## config.mk

```make
export PLATFORM = sky130hd
export DESIGN_NAME = mofr_fifo
export DESIGN_NICKNAME = d
export VERILOG_FILES = /design/src/rtl/mofr_fifo.sv
export VERILOG_INCLUDE_DIRS = /design/src /design/src/rtl
export SDC_FILE = /design/constraint.sdc
export NUM_CORES = 1
export LEC_CHECK = 0
export BUFFER_PORTS_ARGS = -buffer_cell sky130_fd_sc_hd__buf_2
export CAP_MARGIN = 10
export CORE_UTILIZATION = 48
export DETAILED_ROUTE_END_ITERATION = 10
export PLACE_DENSITY = 0.74
export REMOVE_ABC_BUFFERS = 1
export SETUP_SLACK_MARGIN = 0.2
export SLEW_MARGIN = 20
export SYNTH_ARGS = -nofsm -noshare
export SYNTH_HDL_FRONTEND = slang
export SYNTH_SLANG_ARGS = --single-unit
```

## constraint.sdc

```tcl
create_clock -name clk -period 1.5 [get_ports clk]
set_clock_uncertainty 0.1 [all_clocks]
set_input_delay 0.375 -clock clk [delete_from_list [all_inputs] [get_ports clk]]
set_output_delay 0.375 -clock clk [all_outputs]
set_load 0.01 [all_outputs]
```

## src/rtl/mecanum_odometry_frame_receiver_macros.svh

```systemverilog
`ifndef MECANUM_ODOMETRY_FRAME_RECEIVER_MACROS_SVH
`define MECANUM_ODOMETRY_FRAME_RECEIVER_MACROS_SVH

// Checks on clk, quiet while rst is high.
`define MOFR_ASSERT(lbl, prop, msg) \
  lbl: assert property (@(posedge clk) disable iff (rst) prop) else $error(msg);

// Checks on clk, reset cycles included.
`define MOFR_ASSERT_ALWAYS(lbl, prop, msg) \
  lbl: assert property (@(posedge clk) prop) else $error(msg);

`endif

```

## src/rtl/mofr_fifo.sv

```systemverilog
`timescale 1ns / 1ps
module mofr_fifo #(
  parameter int WIDTH = 8
) (
  input  logic             clk,
  input  logic             rst,
  input  logic             push,
  input  logic [WIDTH-1:0] wdata,
  input  logic             pop,
  output logic [WIDTH-1:0] rdata,
  output logic             full,
  output logic             empty
);

  `include "mecanum_odometry_frame_receiver_macros.svh"

  logic [WIDTH-1:0] mem [2];
  logic             wr_ptr, rd_ptr;
  logic [1:0]       count;

  assign full  = count == 2'd2;
  assign empty = count == 2'd0;
  assign rdata = mem[rd_ptr];

  always_ff @(posedge clk) begin
    if (push) begin
      mem[wr_ptr] <= wdata;
    end
  end

  always_ff @(posedge clk) begin
    if (rst) begin
      wr_ptr <= 1'b0;
      rd_ptr <= 1'b0;
      count  <= 2'd0;
    end else begin
      if (push) wr_ptr <= !wr_ptr;
      if (pop)  rd_ptr <= !rd_ptr;
      count <= count + {1'b0, push} - {1'b0, pop};
    end
  end

  `MOFR_ASSERT(a_no_push_full, push |-> !full, "queue written while full")
  `MOFR_ASSERT(a_no_pop_empty, pop |-> !empty, "queue read while empty")

endmodule

```

==> metrics.csv, run 1 <==
stage,metric,value,unit
clocking,# hold bufs at CTS,0,
pwr,VDD IR max,0.751,mV
min_path,hold path endpoint,mem[1][7],
synth,Synth Area in XOR/XNOR,5.06,%
floorplanning,Initial Utilization,52.0,%
sta,final-report max-slew violation count,0,
pwr,Flop pwr share,56.9,%
place,Cells after DPL,85,
final_layout,fin cells,90,
synth,number of library cell types mapped by synthesis,11,
sta,worst slew pin tran,407,ps
synth,Synth Cell Area,792,µm²
global_routing,initial antenna violation count,0,
detailed_routing,Total Wirelength,1150,µm
final_layout,Util after Layout,71.8,%
setup_path,Worst Reg-to-Reg Cells,6,
sta,max frequency,603,MHz
synth,Synth Area in Adders,3.16,%
setup_path,worst r2r src,count[0],
final_layout,Final #Nets,89,
job,Max-Cap Viols,0,
synth,Synth area leaders,"edfxtp_1, dfxtp_1, mux2_2",
min_path,Worst Hold Depth,1,
setup_path,CP max stage cell,dfxtp_4,
synth,synthesized flop and latch total,21,
global_routing,GRT Total Usage,13.1,%
pwr,power share of the clock group,20.7,%
global_routing,number of global-route vias before repair,424,
setup_path,"setup slack, reg-to-reg",240,ps
setup_path,Startpoint Class,flop,
detailed_routing,WL/cell,12.7,µm
synth,complex-gate fraction of the synthesized area,0,%
sta,setup TNS,-1230,ps
min_path,worst hold-check path type,input port to flop,
setup_path,"critical path, cell by cell",mux2_4 -> buf_6,
synth,mux share of post-synthesis cell area,11.4,%
synth,Synth top area share,60.7,%
detailed_routing,antenna-violating nets left,0,
setup_path,worst flop-to-flop path endpoint,count[1],
pwr,Sw Share,23.3,%
final_layout,# diodes,0,
setup_path,worst endpoint data arrival time,1180,ps
floorplanning,Row Count,14,
floorplanning,io pins,22,
pwr,PwrDens,1150,nW/µm²
clocking,Longest Clk Path Bufs,2,
synth,post-synthesis cell count,46,
floorplanning,Die W,42.6,µm
clocking,Sink Count,21,
clocking,# H-tree levels,1,
clocking,clk root buf,clkbuf_4,
final_layout,fin area,1090,µm²
pwr,Comb pwr share,22.5,%
run_status,outcome,"complete, but fails checks",
clocking,CTS tree,built,
clocking,"CTS clk-pin slew, worst paths",110,ps
floorplanning,core area,1520,µm²
min_path,HP Start,wdata[7],
synth,"Avg Cell Area, Syn",17.2,µm²
setup_path,CP required,1020,ps
sta,# setup viols final,8,
place,GPL Wtd Cong,0.612,
synth,Syn. warnings,0,
sta,minimum clock period,1660,ps
sta,Hold WS,167,ps
setup_path,CP Max Fanout,8,
place,placed instance area,935,µm²
sta,Final WS setup,-157,ps
run_status,failing checks,setup timing,
detailed_routing,DRC viols,0,
detailed_routing,vias per inst,4.79,
synth,largest family of logic cells by synthesized area,multiplexers,
global_routing,largest net degree at the start of global routing,12,
setup_path,max incr delay on CP,450,ps
synth,post-synthesis simple-gate area fraction,5.53,%
setup_path,Crit. End Element,primary output,
global_routing,GRT overflow,0,
pwr,Psw,0.293,mW
setup_path,Setup Crit Path Kind,flop to primary output,
synth,sequential share of the synthesized area,73.3,%
detailed_routing,via count,431,
sta,Relative slew margins,72.8,%
synth,"area leader, netlist",edfxtp_1,
sta,period utilisation layout,110,%
setup_path,"Buf+Inv Stages, Crit Path",1,
place,hpwl dp,764,µm
pwr,Internal,0.961,mW
final_layout,Layout area overhead,38.2,%
detailed_routing,1st-iter DRT viols,8,
pwr,Pleak,0.453,nW
clocking,Clock Latency Late Sink,290,ps
detailed_routing,DRT Pass-1 Iters,4,
floorplanning,Die Area,1820,µm²
clocking,CTS Buf Count,3,
sta,final hold viol count,0,
final_layout,share of layout cells above drive strength 1,60.8,%
global_routing,global-route wire length before repair,1740,µm
setup_path,Crit path max-delay family,flip-flops,
sta,RSZ-0062 raised after global routing,true,
final_layout,most frequent cells in the layout,"edfxtp_1, buf_2, mux2_4, buf_6",
final_layout,"most common cell after layout, fill and taps aside",edfxtp_1,
floorplanning,DIE HEIGHT,42.6,µm
place,# port buffers,21,
## cell families after synthesis
| logic type | Yosys count |
|---|---|
| XOR/XNOR | 3 |
| adder cells (fa/ha/maj) | 2 |
| buffers and inverters | 3 |
| flip-flops | 21 |
| multiplexers | 8 |
| AND/OR/NAND/NOR | 9 |
## worst max path at each step
stage | start | endpoint | slack [ps] | cells past startpoint
2_1_floorplan | pop | count[1] | 90 | 5
3_3_place_gp | pop | count[1] | -40 | 6
3_5_place_dp | pop | count[1] | -60 | 6
4_1_cts | flop | rdata[1] | -170 | 2
5_1_grt | flop | rdata[1] | -200 | 2
6_report | flop | rdata[2] | -160 | 2
## power groups by stage
stage	sequential (mW)	clock, mW	combinational, mW
final	0.713	0.259	0.282
after global routing	0.718	0.280	0.302
after CTS	0.709	0.261	0.259
after global placement	0.713	0	0.192
after detailed placement	0.715	0	0.194
after floorplan	0.709	0	0.121
## cell usage after synthesis (all sizes together)
cell and n:
and2 1, buf 1, dfxtp 5, edfxtp 16
ha 2, inv 2, mux2 8, nor2 5
nor2b 3, xnor2 2, xnor3 1
## repair_timing
action | CTS | global route
gates cloned | 0 | 0
resized for setup | 23 | 7
setup buffers | 1 | 0
pin swaps | 3 | 3
setup endpoints to repair | 12 | 12
## per-stage QoR
step	power [mW]	setup WS [ps]
detailed placement	0.909	-58.6
floorplan	0.830	88.8
finish	1.25	-157
global route	1.30	-198
CTS	1.23	-171
global placement	0.905	-41.0
## registers in the layout, indices dropped and copies added (netlist names), named ones only
signal / count
count: 2
mem: 16
wr_ptr: 1
rd_ptr: 1
## cell type report
type                    count  area (µm²)
multi-input cells          22         264
flip-flops and latches     21         589
fillers                   104         429
clock buffers               4        26.3
well taps                  16        20.0
inverters                   2        10.0
repair buffers             25         185
## routing by layer
| layer | global-route usage [%] | vias to the layer above | routed length [µm] |
|---|---|---|---|
| li1 | - | 219 | - |
| met1 | 16.8 | 200 | 531 |
| met2 | 22.4 | 12 | 581 |
| met3 | 2.59 | 0 | 34 |
| met4 | 3.75 | 0 | 0 |
| met5 | 0 | - | 0 |
No activity file was read; power rests on OpenSTA's default activity.
==> run 2, diff against run 1 <==
--- a/config.mk
+++ b/config.mk
@@ -9,6 +9,7 @@
 export BUFFER_PORTS_ARGS = -buffer_cell sky130_fd_sc_hd__buf_2
 export CAP_MARGIN = 10
 export CORE_UTILIZATION = 48
+export CTS_CLUSTER_DIAMETER = 150
 export DETAILED_ROUTE_END_ITERATION = 10
 export PLACE_DENSITY = 0.74
 export REMOVE_ABC_BUFFERS = 1
==> constraint.sdc (replaced) <==
create_clock -name clk -period 1.7 [get_ports clk]
set_clock_uncertainty 0.1 [all_clocks]
set_input_delay 0.425 -clock clk [delete_from_list [all_inputs] [get_ports clk]]
set_output_delay 0.425 -clock clk [all_outputs]
set_load 0.01 [all_outputs]
==> run 2 against run 1 <==
The run still ends with setup timing left. Flip-flop and latch count is the same. Worst hold slack better by 44 ps. Count of clock-buffer cells in the layout is 1 lower. Core utilization decreased by 3.5 points. Critical path type unchanged. Sequential power is 12% lower. Combinational power shrank 24%. Design area is 4.9% lower. Die area did not move. Via count down 0.46%. Global-route usage increased by 0.74 points.
==> metrics.csv, run 2 (same netlist as run 1, synthesis figures left out) <==
stage,metric,value,unit,change
run_status,outcome,"complete, but fails checks",,
run_status,failing checks,setup timing,,
place,# port buffers,21,,unchanged
clocking,# H-tree levels,1,,unchanged
floorplanning,DIE HEIGHT,42.6,µm,unchanged
setup_path,"critical path, cell by cell",mux2_4 -> buf_6,,
detailed_routing,DRT Pass-1 Iters,2,,-2
sta,period utilisation layout,101,%,
floorplanning,Initial Utilization,52.0,%,unchanged
final_layout,Layout area overhead,31.4,%,
detailed_routing,Total Wirelength,1100,µm,-4.1%
global_routing,GRT overflow,0,,unchanged
sta,# setup viols final,8,,unchanged
setup_path,worst flop-to-flop path endpoint,count[1],,
min_path,Worst Hold Depth,1,,unchanged
floorplanning,core area,1520,µm²,unchanged
sta,final hold viol count,0,,unchanged
global_routing,global-route wire length before repair,1810,µm,+4.0%
clocking,Sink Count,21,,unchanged
detailed_routing,1st-iter DRT viols,4,,-4
detailed_routing,vias per inst,4.93,,+3.0%
setup_path,"setup slack, reg-to-reg",360,ps,+120 ps
floorplanning,io pins,22,,unchanged
floorplanning,Die Area,1820,µm²,unchanged
setup_path,CP required,1170,ps,+150 ps
min_path,hold path endpoint,mem[0][2],,
final_layout,most frequent cells in the layout,"edfxtp_1, buf_2, mux2_4, buf_6, nor2_1",,
clocking,# Post-CTS Setup Buffers,0,,-1
setup_path,CP max stage cell,dfxtp_4,,
detailed_routing,WL/cell,12.6,µm,-0.79%
final_layout,most flop-heavy register,mem,,
sta,RSZ-0062 raised after global routing,true,,
final_layout,share of layout cells above drive strength 1,53.5,%,-7.3 points
setup_path,max incr delay on CP,450,ps,about the same
setup_path,CP Max Fanout,8,,unchanged
min_path,worst hold-check path type,input port to flop,,
place,placed instance area,920,µm²,-1.6%
min_path,HP Start,wdata[2],,
clocking,CTS Buf Count,3,,unchanged
setup_path,Crit. End Element,primary output,,
setup_path,worst r2r src,count[0],,
setup_path,worst endpoint data arrival time,1190,ps,about the same
clocking,Clock Latency Late Sink,290,ps,about the same
clocking,Longest Clk Path Bufs,2,,unchanged
clocking,# hold bufs at CTS,0,,unchanged
sta,final-report max-slew violation count,0,,unchanged
job,Max-Cap Viols,0,,unchanged
floorplanning,Die W,42.6,µm,unchanged
pwr,PwrDens,1030,nW/µm²,-10%
final_layout,# diodes,0,,unchanged
pwr,Pleak,0.437,nW,-3.3%
pwr,total power,1.07,mW,-15%
final_layout,Largest register FFs,16,,unchanged
final_layout,fin area,1040,µm²,-4.9%
final_layout,top flop regs,"mem: 16 flops, count: 2 flops",,
setup_path,Startpoint Class,flop,,
floorplanning,Row Count,14,,unchanged
setup_path,Setup Crit Path Kind,flop to primary output,,
detailed_routing,DRC viols,0,,unchanged
global_routing,initial antenna violation count,0,,unchanged
final_layout,Final #Nets,86,,-3.4%
sta,worst slew pin tran,385,ps,-22.8 ps
place,GPL Wtd Cong,0.594,,-2.8%
pwr,VDD IR max,0.660,mV,-12%
setup_path,Worst Reg-to-Reg Cells,6,,unchanged
clocking,clk root buf,clkbuf_4,,
global_routing,GRT Total Usage,13.9,%,+0.74 points
global_routing,number of global-route vias before repair,437,,+3.1%
detailed_routing,via count,429,,-0.46%
detailed_routing,antenna-violating nets left,0,,unchanged
clocking,CTS tree,built,,
sta,minimum clock period,1710,ps,
final_layout,"most common cell after layout, fill and taps aside",edfxtp_1,,
sta,Relative slew margins,74.4,%,+1.5 points
sta,Final WS setup,-10.2,ps,+147 ps
clocking,"CTS clk-pin slew, worst paths",110,ps,about the same
global_routing,largest net degree at the start of global routing,13,,+1
sta,max frequency,585,MHz,
place,hpwl dp,797,µm,+4.3%
run 2: metal layers:
metal,vias up,track usage [%],share of wire (%)
met2,12,24.5,51
met3,2,2.59,3.6
met1,202,16.3,44
met5,-,0,0
met4,0,5.63,0.91
li1,213,-,-
run 2: how the worst max path moves through the flow:
stage	start	slack [ps]	cells after the start	end
after CTS	flop	-30	2	rdata[1]
after global placement	pop	100	6	count[1]
final	flop	-10	2	rdata[1]
after detailed placement	pop	60	6	count[1]
after global routing	flop	-60	2	rdata[2]
after floorplan	pop	240	5	count[1]
run 2: critical path, delay by kind of cell (launching register included):
family	cells	cell delay (ps)
flip-flops	1	450
multiplexers	1	320
buffers and inverters	1	120
run 2: timing repair:
action                                  4_1_cts  5_1_grt
gates resized for setup                      19        2
endpoints found under the setup margin        9       10
pin swaps                                     0        1
run 2: area by class of cell:
cell class,count,area [µm²]
multi-input cells,22,236
flip-flops and latches,21,587
clock inverters,1,5.00
inverters,2,7.51
well taps,16,20.0
fillers,114,483
repair buffers,22,163
clock buffers,3,22.5
run 2: through the flow:
| stage | cells | setup WS [ps] | util [%] | hold WS [ps] | TNS [ps] |
|---|---|---|---|---|---|
| detailed placement | 83 | 55.5 | 60.3 | 416 | 0 |
| global placement | 83 | 102 | 60.3 | 408 | 0 |
| CTS | 87 | -34.2 | 67.7 | 202 | -232 |
| global route | 87 | -56.0 | 68.3 | 197 | -389 |
| finish | 87 | -10.2 | 68.3 | 210 | -56.7 |
| floorplan | 45 | 239 | - | 380 | 0 |
run 2: power breakdown:
part / internal [mW] / leakage (nW) / total [mW] / switching [mW]
Combinational: 0.136 / 0.227 / 0.213 / 0.0767
Sequential: 0.599 / 0.193 / 0.630 / 0.0308
Clock: 0.0874 / 0.0177 / 0.228 / 0.140
