`src/rtl/mecanum_odometry_frame_receiver_macros.svh`:
```
`ifndef MECANUM_ODOMETRY_FRAME_RECEIVER_MACROS_SVH
`define MECANUM_ODOMETRY_FRAME_RECEIVER_MACROS_SVH

// Checks on clk, quiet while rst is high.
`define MOFR_ASSERT(lbl, prop, msg) \
  lbl: assert property (@(posedge clk) disable iff (rst) prop) else $error(msg);

// Checks on clk, reset cycles included.
`define MOFR_ASSERT_ALWAYS(lbl, prop, msg) \
  lbl: assert property (@(posedge clk) prop) else $error(msg);

`endif

```
`src/rtl/mofr_pkg.sv`:
```
`timescale 1ns / 1ps
package mofr_pkg;

  localparam logic [7:0] HDR_BYTE  = 8'h7B;
  localparam logic [7:0] TAIL_BYTE = 8'h7D;
  localparam int FRAME_LEN = 11;
  localparam int COUNT_BITS = $clog2(FRAME_LEN);

  localparam logic CMD_BYTE = 1'b0;
  localparam logic CMD_TICK = 1'b1;

  localparam int CFG_INDEX_BITS = 2;
  localparam int CFG_DATA_BITS  = 24;
  localparam logic [CFG_INDEX_BITS-1:0] CFG_RADIUS            = 2'd0;
  localparam logic [CFG_INDEX_BITS-1:0] CFG_INVERSE_LEVER_ARM = 2'd1;
  localparam logic [15:0] RADIUS_RESET = 16'd1966;
  localparam logic [23:0] LEVER_RESET  = 24'd378822;

  localparam logic [31:0] CORDIC_GAIN    = 32'h9B74EDA8;
  localparam logic [31:0] BAM_PER_RAD_US = 32'd44798134;
  localparam int CORDIC_STEPS = 16;

  // rounding biases and pre-shifts ahead of the constant dividers
  localparam logic [63:0] VEL_BIAS = 64'd2000;
  localparam logic [63:0] YAW_BIAS = 64'd131072000;
  localparam logic [63:0] POS_BIAS = 64'd500000;
  localparam logic [63:0] ROUND_Q32 = 64'h0000_0000_8000_0000;
  localparam int YAW_SHIFT = 16;
  localparam int POS_SHIFT = 6;

  localparam int DIVISOR_BITS = 14;
  typedef enum logic {DIV_BY_4000, DIV_BY_15625} div_sel_t;

  // reciprocals for one 30-bit partial dividend: ceil(2^42/4000), ceil(2^44/15625)
  localparam logic [31:0] RECIP_4000  = 32'd1099511628;
  localparam logic [31:0] RECIP_15625 = 32'd1125899907;

  function automatic logic [DIVISOR_BITS-1:0] div_value(input div_sel_t s);
    logic [DIVISOR_BITS-1:0] v;
    unique case (s)
      DIV_BY_4000:  v = 14'd4000;
      DIV_BY_15625: v = 14'd15625;
      default:      v = 14'd4000;
    endcase
    return v;
  endfunction

  function automatic logic [31:0] div_recip(input div_sel_t s);
    logic [31:0] v;
    unique case (s)
      DIV_BY_4000:  v = RECIP_4000;
      DIV_BY_15625: v = RECIP_15625;
      default:      v = RECIP_4000;
    endcase
    return v;
  endfunction

  function automatic logic [31:0] atan_bam(input logic [3:0] i);
    logic [31:0] v;
    unique case (i)
      4'd0:  v = 32'h20000000;
      4'd1:  v = 32'h12E4051E;
      4'd2:  v = 32'h09FB385B;
      4'd3:  v = 32'h051111D4;
      4'd4:  v = 32'h028B0D43;
      4'd5:  v = 32'h0145D7E1;
      4'd6:  v = 32'h00A2F61E;
      4'd7:  v = 32'h00517C55;
      4'd8:  v = 32'h0028BE53;
      4'd9:  v = 32'h00145F2F;
      4'd10: v = 32'h000A2F98;
      4'd11: v = 32'h000517CC;
      4'd12: v = 32'h00028BE6;
      4'd13: v = 32'h000145F3;
      4'd14: v = 32'h0000A2F9;
      4'd15: v = 32'h0000517D;
      default: v = 32'h0;
    endcase
    return v;
  endfunction

  typedef struct packed {
    logic               bad;
    logic signed [15:0] w1;
    logic signed [15:0] w2;
    logic signed [15:0] w3;
    logic signed [15:0] w4;
  } frame_t;

endpackage

```
`src/rtl/mofr_if.sv`:
```
`timescale 1ns / 1ps
interface mofr_item_if;
  logic       valid;
  logic       ready;
  logic       command;
  logic [7:0] data_byte;
  modport source (output valid, command, data_byte, input ready);
  modport sink   (input valid, command, data_byte, output ready);
endinterface


```
`src/rtl/mofr_front.sv`:
```
`timescale 1ns / 1ps
module mofr_front
  import mofr_pkg::*;
#(
  parameter int TICK_COUNT_BITS = 24
) (
  input  logic                       clk,
  input  logic                       rst,
  mofr_item_if.sink                  items,
  output frame_t                     frame,
  output logic [TICK_COUNT_BITS-1:0] frame_ticks,
  output logic                       push,
  input  logic                       full
);

  logic [7:0]                 frame_store [FRAME_LEN];
  logic [COUNT_BITS-1:0]      byte_count;
  logic                       in_frame;
  logic [TICK_COUNT_BITS-1:0] elapsed_ticks;

  logic       accept, is_tick, take_byte, last;
  logic [7:0] chk;

  assign items.ready = !full;
  assign accept    = items.valid && items.ready;
  assign is_tick   = items.command == CMD_TICK;
  assign take_byte = accept && !is_tick && (in_frame || items.data_byte == HDR_BYTE);
  assign last      = byte_count == COUNT_BITS'(FRAME_LEN - 1);
  assign push      = take_byte && last && items.data_byte == TAIL_BYTE;

  always_comb begin
    chk = 8'h00;
    for (int i = 0; i < 9; i++) begin
      chk = chk ^ frame_store[i];
    end
  end

  assign frame.bad = chk != frame_store[9];
  assign frame.w1  = {frame_store[1], frame_store[2]};
  assign frame.w2  = {frame_store[3], frame_store[4]};
  assign frame.w3  = {frame_store[5], frame_store[6]};
  assign frame.w4  = {frame_store[7], frame_store[8]};
  assign frame_ticks = elapsed_ticks;

  always_ff @(posedge clk) begin
    if (take_byte) begin
      frame_store[byte_count] <= items.data_byte;
    end
  end

  always_ff @(posedge clk) begin
    if (rst) begin
      byte_count    <= '0;
      in_frame      <= 1'b0;
      elapsed_ticks <= '0;
    end else begin
      if (accept && is_tick && elapsed_ticks != '1) begin
        elapsed_ticks <= elapsed_ticks + 1'b1;
      end
      if (take_byte) begin
        if (last) begin
          byte_count <= '0;
          in_frame   <= 1'b0;
        end else begin
          byte_count <= byte_count + 1'b1;
          in_frame   <= 1'b1;
        end
      end
      // ticks restart only once a frame is known good
      if (push && !frame.bad) begin
        elapsed_ticks <= '0;
      end
    end
  end

endmodule

```
`src/flat_wrapper.sv`:
```
// flat-port wrapper written by rule: the top's interface ports become plain ports
module mofr_front_flat import mofr_pkg::*;
#(
  parameter int TICK_COUNT_BITS = 24
)
  (clk, rst, frame, frame_ticks, push, full, items_valid, items_command, items_data_byte, items_ready);
  mofr_item_if items_i ();
  input  logic clk;
  input  logic rst;
  output frame_t frame;
  output logic [TICK_COUNT_BITS-1:0] frame_ticks;
  output logic push;
  input  logic full;
  input wire logic [$bits(items_i.valid)-1:0] items_valid;
  input wire logic [$bits(items_i.command)-1:0] items_command;
  input wire logic [$bits(items_i.data_byte)-1:0] items_data_byte;
  output wire logic [$bits(items_i.ready)-1:0] items_ready;
  assign items_i.valid = items_valid;
  assign items_i.command = items_command;
  assign items_i.data_byte = items_data_byte;
  assign items_ready = items_i.ready;
  mofr_front #(.TICK_COUNT_BITS(TICK_COUNT_BITS)) u_core (.clk(clk), .rst(rst), .items(items_i), .frame(frame), .frame_ticks(frame_ticks), .push(push), .full(full));
endmodule
```
`config.mk`:
```
export PLATFORM = sky130hd
export DESIGN_NAME = mofr_front_flat
export DESIGN_NICKNAME = d
export VERILOG_FILES = /design/src/rtl/mecanum_odometry_frame_receiver_macros.svh /design/src/rtl/mofr_pkg.sv /design/src/rtl/mofr_if.sv /design/src/rtl/mofr_front.sv /design/src/flat_wrapper.sv
export SDC_FILE = /design/constraint.sdc
export NUM_CORES = 1
export LEC_CHECK = 0
export ABC_AREA = 1
export BUFFER_PORTS_ARGS = -buffer_cell sky130_fd_sc_hd__buf_2
export CAP_MARGIN = 0
export CORE_UTILIZATION = 35
export CTS_BUF_LIST = sky130_fd_sc_hd__clkbuf_4 sky130_fd_sc_hd__clkbuf_8 sky130_fd_sc_hd__clkbuf_16
export DETAILED_ROUTE_END_ITERATION = 6
export PLACE_DENSITY = 0.61
export SETUP_SLACK_MARGIN = 0.3
export SYNTH_ARGS = -nofsm -noshare
export SYNTH_HDL_FRONTEND = slang
export SYNTH_SLANG_ARGS = --single-unit
```
`constraint.sdc`:
```
create_clock -name clk -period 2.2 [get_ports clk]
set_clock_uncertainty 0.05 [all_clocks]
set_input_delay 0.55 -clock clk [delete_from_list [all_inputs] [get_ports clk]]
set_output_delay 0.55 -clock clk [all_outputs]
set_load 0.005 [all_outputs]
```
==> run_results.csv, run 1 <==
group,metric,value,unit
setup_path,cp_data_arrival_time,1.77,ns
synth,synth_area_leader_cell,"edfxtp_1",
floorplanning,start_util,0.362,
finish,final_nets,854,
flow_run,drv_cap,0,
sta,final_max_slew_viol_count,0,
sta,worst_slew_pin_slew,0.456,ns
synth,syn_area,0.00557,mm²
setup_path,cp_common_cell,"nand2_1",
grt,grt_pass1_vias,4251,
detailed_routing,drc,0,
synth,synthMuxAreaShare,0,
floorplanning,die-area,0.0164,mm²
placement,dpl-instance-area,0.00669,mm²
synth,yosysSeqAreaShare,0.535,
setup_path,required,1.60,ns
floorplanning,die_w,128,µm
setup_path,crit_family,"simple AND/OR/NAND/NOR gates",
finish,area_growth,32.7,%
synth,synth_compound_area_frac,0.0265,
pwr,power.total,3.94,mW
synth,yosys.area_share.xor_xnor,0.0707,
cts,cts_tree,"done",
placement,io_buffers,103,
setup_path,crit_chain,"or2_1 -> nand2_1 -> nand2_2 -> nand2_1 -> nand2_1 -> nand2_1 -> nand2_1 -> nand2_1 -> nand2_2 -> nor2_4 -> nand2_1 -> buf_2",
detailed_routing,vias,4689,
cts,clock_path_buffers,2,
grt,grt_pass1_wl,21300,µm
placement,dp.cells,1027,
setup_path,crit_path_start_kind,"flip-flop",
cts,cts_root_buf,"clkbuf_16",
detailed_routing,drtAntennaViolNets,0,
sta,final.period_utilization,1.08,
cts,path_clk_slew,0.07,ns
grt,grt_max_degree,26,
grt,gr-usage-all-layers,0.171,
floorplanning,coreArea,0.0154,mm²
synth,ys_types,27,
detailed_routing,viasPerCell,4.44,
setup_path,slowest_stage,"edfxtp_1",
sta,finalWorstSetupSlack,-0.167,ns
sta,fmax,422,MHz
synth,synth_nets,693,
floorplanning,std_cell_rows,45,
setup_path,path_class,"flip-flop to primary output",
sta,slew_headroom,0.695,
finish,stdcell_area,0.00739,mm²
cts,postCtsHoldBufs,0,
floorplanning,pin_count,104,
setup_path,crit_buf_inv,1,
pwr,p_per_area,533,mW/mm²
grt,globalRouteOverflowTotal,0,
synth,synth.avg_cell_area,8.21,µm²
cts,htreeDepth,3,
placement,gp_congestion,0.907,
sta,report.final.hold_viol_count,0,
sta,rsz0062_at_grt,"true",
detailed_routing,drt-initial-drc-count,218,
grt,antenna_found_initial,1,
cts,clk_latency,0.35,ns
synth,synth.top_cells.by_area,"edfxtp_1 (43%), nand2_1 (16%), dfxtp_1 (10%), inv_1 (7.3%), nor2_1 (4.4%)",
run_status,violations,"setup timing",
detailed_routing,wl,13800,µm
synth,synth-seq-cells,109,
setup_path,cpPeakStageDelay,0.42,ns
pwr,power.leakage,3.30,nW
pwr,vdd_drop_max,345,µV
setup_path,cp-end-kind,"primary output",
sta,layout_min_cycle_time,2.37,ns
run_status,status,"complete, but fails checks",
synth,synth_top_area_frac,0.431,
detailed_routing,wl_per_cell,13.1,µm
placement,hpwlAfterDp,10400,µm
finish,finalNonFillerCells,1055,
sta,setup_viol,1,
sta,whs,0.390,ns
finish,num_antenna_cells,0,
placement,pre_cts_slack,-0.0771,ns
synth,ys_warn_count,0,
finish,drive_gt1_frac,0.258,
setup_path,path_max_fanout,3,
synth,yosys.area_share.adder,0.00225,
hold_path,hold_path_class,"input port to flip-flop",
synth,synth-simple-area-share,0.281,
cts,clkSinkCount,109,
cts,cts_made_buffers,9,
floorplanning,die_h,128,µm
synth,synth_top_family_by_area,"simple AND/OR/NAND/NOR gates",
detailed_routing,drt-pass1-iter-count,4,
synth,syn_inst,679,
cell families after synthesis:
logic type | Yosys count
adder cells (fa/ha/maj) | 1
AO/OA/AOI/OAI | 28
flip-flops | 109
buffers and inverters | 117
XOR/XNOR | 45
AND/OR/NAND/NOR | 379
through the flow:
stage	utilization	TNS (ns)
after floorplan	-	0
after global placement	0.435	-0.0529
after detailed placement	0.435	-0.622
after CTS	0.474	-0.192
after global routing	0.481	-0.369
final	0.481	-0.167
layout make-up:
class | instances | area (µm²)
Clock buffer | 9 | 225
Tap cell | 211 | 264
Inverter | 111 | 419
Multi-Input combinational cell | 453 | 2350
Timing Repair Buffer | 156 | 1090
Clock inverter | 6 | 68.8
Fill cell | 1453 | 7980
Sequential cell | 109 | 2980
flip-flops by register name, summed over array words and instances (netlist names):
register / flops
u_core.frame_ticks: 24
u_core.in_frame: 1
u_core.frame_store: 80
u_core.byte_count: 4
report_power, final:
group / internal [mW] / switching, mW
Sequential: 2.20 / 0.00178
Clock: 0.889 / 0.747
Combinational: 0.0378 / 0.0631
Total: 3.13 / 0.812
synthesized netlist by cell type:
| library cell | count |
|---|---|
| or2_1 | 1 |
| nand2_2 | 2 |
| edfxtp_1 | 80 |
| buf_2 | 1 |
| dfxtp_1 | 29 |
| xnor2_1 | 18 |
| nand3b_1 | 7 |
| inv_1 | 109 |
| a31oi_1 | 2 |
| nor3_2 | 3 |
| nor4_1 | 1 |
| o21ai_0 | 10 |
| buf_6 | 2 |
| inv_2 | 2 |
| a21oi_1 | 9 |
| nor2_1 | 65 |
| buf_4 | 3 |
| nand4_1 | 5 |
| nor3b_1 | 1 |
| nor3_1 | 15 |
| o21ai_1 | 5 |
| nand3_1 | 42 |
| or2_2 | 1 |
| nand2_1 | 236 |
| ha_1 | 1 |
| a21boi_0 | 2 |
| xor2_1 | 27 |
metal layers:
metal | global-route usage | wire [µm]
met1 | 0.213 | 6300
met2 | 0.295 | 6630
met3 | 0.0371 | 653
met4 | 0.0526 | 196
met5 | 0 | 10
worst paths after layout:
| kind | to | slack [ns] | start | cells past startpoint |
|---|---|---|---|---|
| min reg2reg | u_core.byte_count[3]$_SDFFE_PP0P_ | 0.44 | u_core.byte_count[3]$_SDFFE_PP0P_ | 2 |
| min | u_core.in_frame$_SDFFE_PP0P_ | 0.39 | rst | 2 |
| max | frame[64] | -0.17 | u_core.frame_store[5][5]$_DFFE_PP_ | 12 |
| max reg2reg | u_core.frame_ticks[12]$_SDFFE_PP0P_ | 0.22 | u_core.frame_store[5][5]$_DFFE_PP_ | 14 |
placed cells by master (no fill, tap or decap), drive strengths merged, types with 2 or more instances in the layout:
cell / count
nand4: 5
a31oi: 2
or2: 2
clkbuf: 9
inv: 114
o21ai: 15
nor3: 18
nand3b: 7
buf: 155
nor2: 65
xnor2: 18
nand2: 238
xor2: 27
a21boi: 2
clkinv: 2
nand3: 42
dfxtp: 29
a21oi: 9
edfxtp: 80
repair_timing:
action / CTS / global route
buffers inserted: 9 / 3
setup endpoints to repair: 26 / 108
pin swaps: 19 / 19
resized for setup: 54 / 22
cloned: 1 / 0
No activity file was read; power rests on OpenSTA's default activity.
==> inputs of run 2 (changes only) <==
CORE_ASPECT_RATIO = 1.2   (was unset)
==> run 2 against run 1 <==
The flow still finishes with violations (setup timing); final area shrank 1.5%; non-clock buffer count shrank 7; fmax grew 1.0%; register-to-register slack lost 0.14 ns; die area is essentially flat; combinational power grew 5%; cell count shrank 0.76%; critical endpoint unchanged.
==> run_results.csv, run 2 (synthesis gave the netlist of run 1 again) <==
group,metric,value,unit
cts,htreeDepth,3,
finish,finalNonFillerCells,1047,
setup_path,crit_family,"simple AND/OR/NAND/NOR gates",
cts,path_clk_slew,0.07,ns
floorplanning,die-area,0.0164,mm²
detailed_routing,drt-pass1-iter-count,4,
floorplanning,start_util,0.358,
detailed_routing,vias,4634,
finish,top_register,"u_core.frame_store",
finish,layout_common_cells,"nand2_1 (223), inv_1 (108), buf_2 (101), edfxtp_1 (80), nor2_1 (50)",
detailed_routing,drt-initial-drc-count,198,
floorplanning,coreArea,0.0156,mm²
sta,final_max_slew_viol_count,0,
grt,grt_pass1_vias,4163,
hold_path,hold_path_class,"input port to flip-flop",
cts,clk_latency,0.35,ns
setup_path,slowest_stage,"edfxtp_1",
pwr,p_per_area,528,mW/mm²
setup_path,cp_data_arrival_time,1.74,ns
finish,largest_register_ffs,80,
floorplanning,die_h,140,µm
cts,cts_tree,"done",
sta,report.final.hold_viol_count,0,
cts,cts_root_buf,"clkbuf_16",
sta,worst_slew_pin_slew,0.433,ns
placement,io_buffers,103,
grt,globalRouteOverflowTotal,0,
sta,fmax,427,MHz
floorplanning,die_w,117,µm
grt,grt_pass1_wl,20400,µm
finish,drive_gt1_frac,0.252,
detailed_routing,wl_per_cell,12.7,µm
pwr,power.leakage,3.27,nW
setup_path,crit_chain,"xor2_1 -> nand2_1 -> nand2_1 -> nand3b_1 -> nand2_1 -> nand2_2 -> nor2_2 -> nand2_1 -> buf_2",
cts,clkSinkCount,109,
setup_path,crit_buf_inv,1,
setup_path,required,1.60,ns
sta,setup_viol,1,
placement,hpwlAfterDp,10100,µm
sta,slew_headroom,0.709,
detailed_routing,drc,0,
detailed_routing,wl,13300,µm
floorplanning,pin_count,104,
sta,finalWorstSetupSlack,-0.143,ns
setup_path,cp_common_cell,"nand2_1",
sta,rsz0062_at_grt,"true",
finish,final_common_cell,"nand2_1",
placement,dpl-instance-area,0.00665,mm²
cts,cts_made_buffers,9,
finish,final_nets,847,
placement,gp_congestion,0.841,
grt,grt_max_degree,26,
placement,pre_cts_slack,-0.115,ns
setup_path,cpPeakStageDelay,0.46,ns
setup_path,crit_path_start_kind,"flip-flop",
finish,stdcell_area,0.00728,mm²
setup_path,cp-end-kind,"primary output",
sta,final.period_utilization,1.07,
cts,clock_path_buffers,2,
floorplanning,std_cell_rows,50,
setup_path,path_class,"flip-flop to primary output",
sta,layout_min_cycle_time,2.34,ns
grt,antenna_found_initial,2,
run_status,violations,"setup timing",
sta,whs,0.361,ns
detailed_routing,drtAntennaViolNets,0,
pwr,vdd_drop_max,293,µV
grt,gr-usage-all-layers,0.168,
run_status,status,"complete, but fails checks",
setup_path,path_max_fanout,3,
detailed_routing,viasPerCell,4.43,
flow_run,drv_cap,0,
finish,area_growth,30.7,%
placement,dp.cells,1016,
[run 2: final timing paths]
kind	from	end	slack, ns	cells after the start
worst max-delay path	u_core.frame_store[2][1]$_DFFE_PP_	frame[64]	-0.14	9
worst min-delay path	rst	u_core.in_frame$_SDFFE_PP0P_	0.36	2
worst max register to register	u_core.frame_store[2][1]$_DFFE_PP_	u_core.frame_ticks[17]$_SDFFE_PP0P_	0.08	12
worst min register to register	u_core.byte_count[3]$_SDFFE_PP0P_	u_core.byte_count[3]$_SDFFE_PP0P_	0.44	2
[run 2: area by class of cell]
cell class	count	area, µm²
flip-flops and latches	109	2990
clock buffers	9	225
inverters	111	419
clock inverters	7	58.8
repair buffers	149	1020
multi-input cells	453	2310
fillers	1512	8300
well taps	208	260
diodes	1	2.50
[run 2: stage by stage]
stage,utilization,setup TNS (ns),power [mW]
2_1_floorplan,-,0,2.28
3_3_place_gp,0.427,-2.93,2.33
3_5_place_dp,0.427,-3.91,2.33
4_1_cts,0.457,-0.193,3.89
5_1_grt,0.467,-0.547,3.98
6_report,0.467,-0.143,3.84
[run 2: repair_timing]
action,CTS,global route
cloned,2,0
gates resized for setup,22,25
setup endpoints to repair,40,93
pin swaps,8,11
buffers inserted,6,6
hold buffers,0,0
[run 2: worst reg2reg max path, stage by stage (launching register included)]
cell and delay (ns):
edfxtp_1 0.46, xor2_1 0.19, nand2_1 0.07, nand2_1 0.05
nand3b_1 0.15, nand2_1 0.10, nand2_2 0.07, nor2_2 0.10
buf_4 0.11, nand3_1 0.16, nand2_4 0.17, bufbuf_16 0.29
nor2_1 0.04
[run 2: power by group]
group          switching, mW  internal (mW)  leakage (nW)
logic                 0.0611         0.0451          2.18
clock network          0.753          0.784         0.138
registers            0.00188           2.20         0.953
total                  0.816           3.03          3.27
[run 2: routing by layer]
layer / wire length (µm) / track usage
met1: 5590 / 0.194
met2: 6790 / 0.298
met3: 579 / 0.0325
met4: 287 / 0.0693
met5: 11 / 0
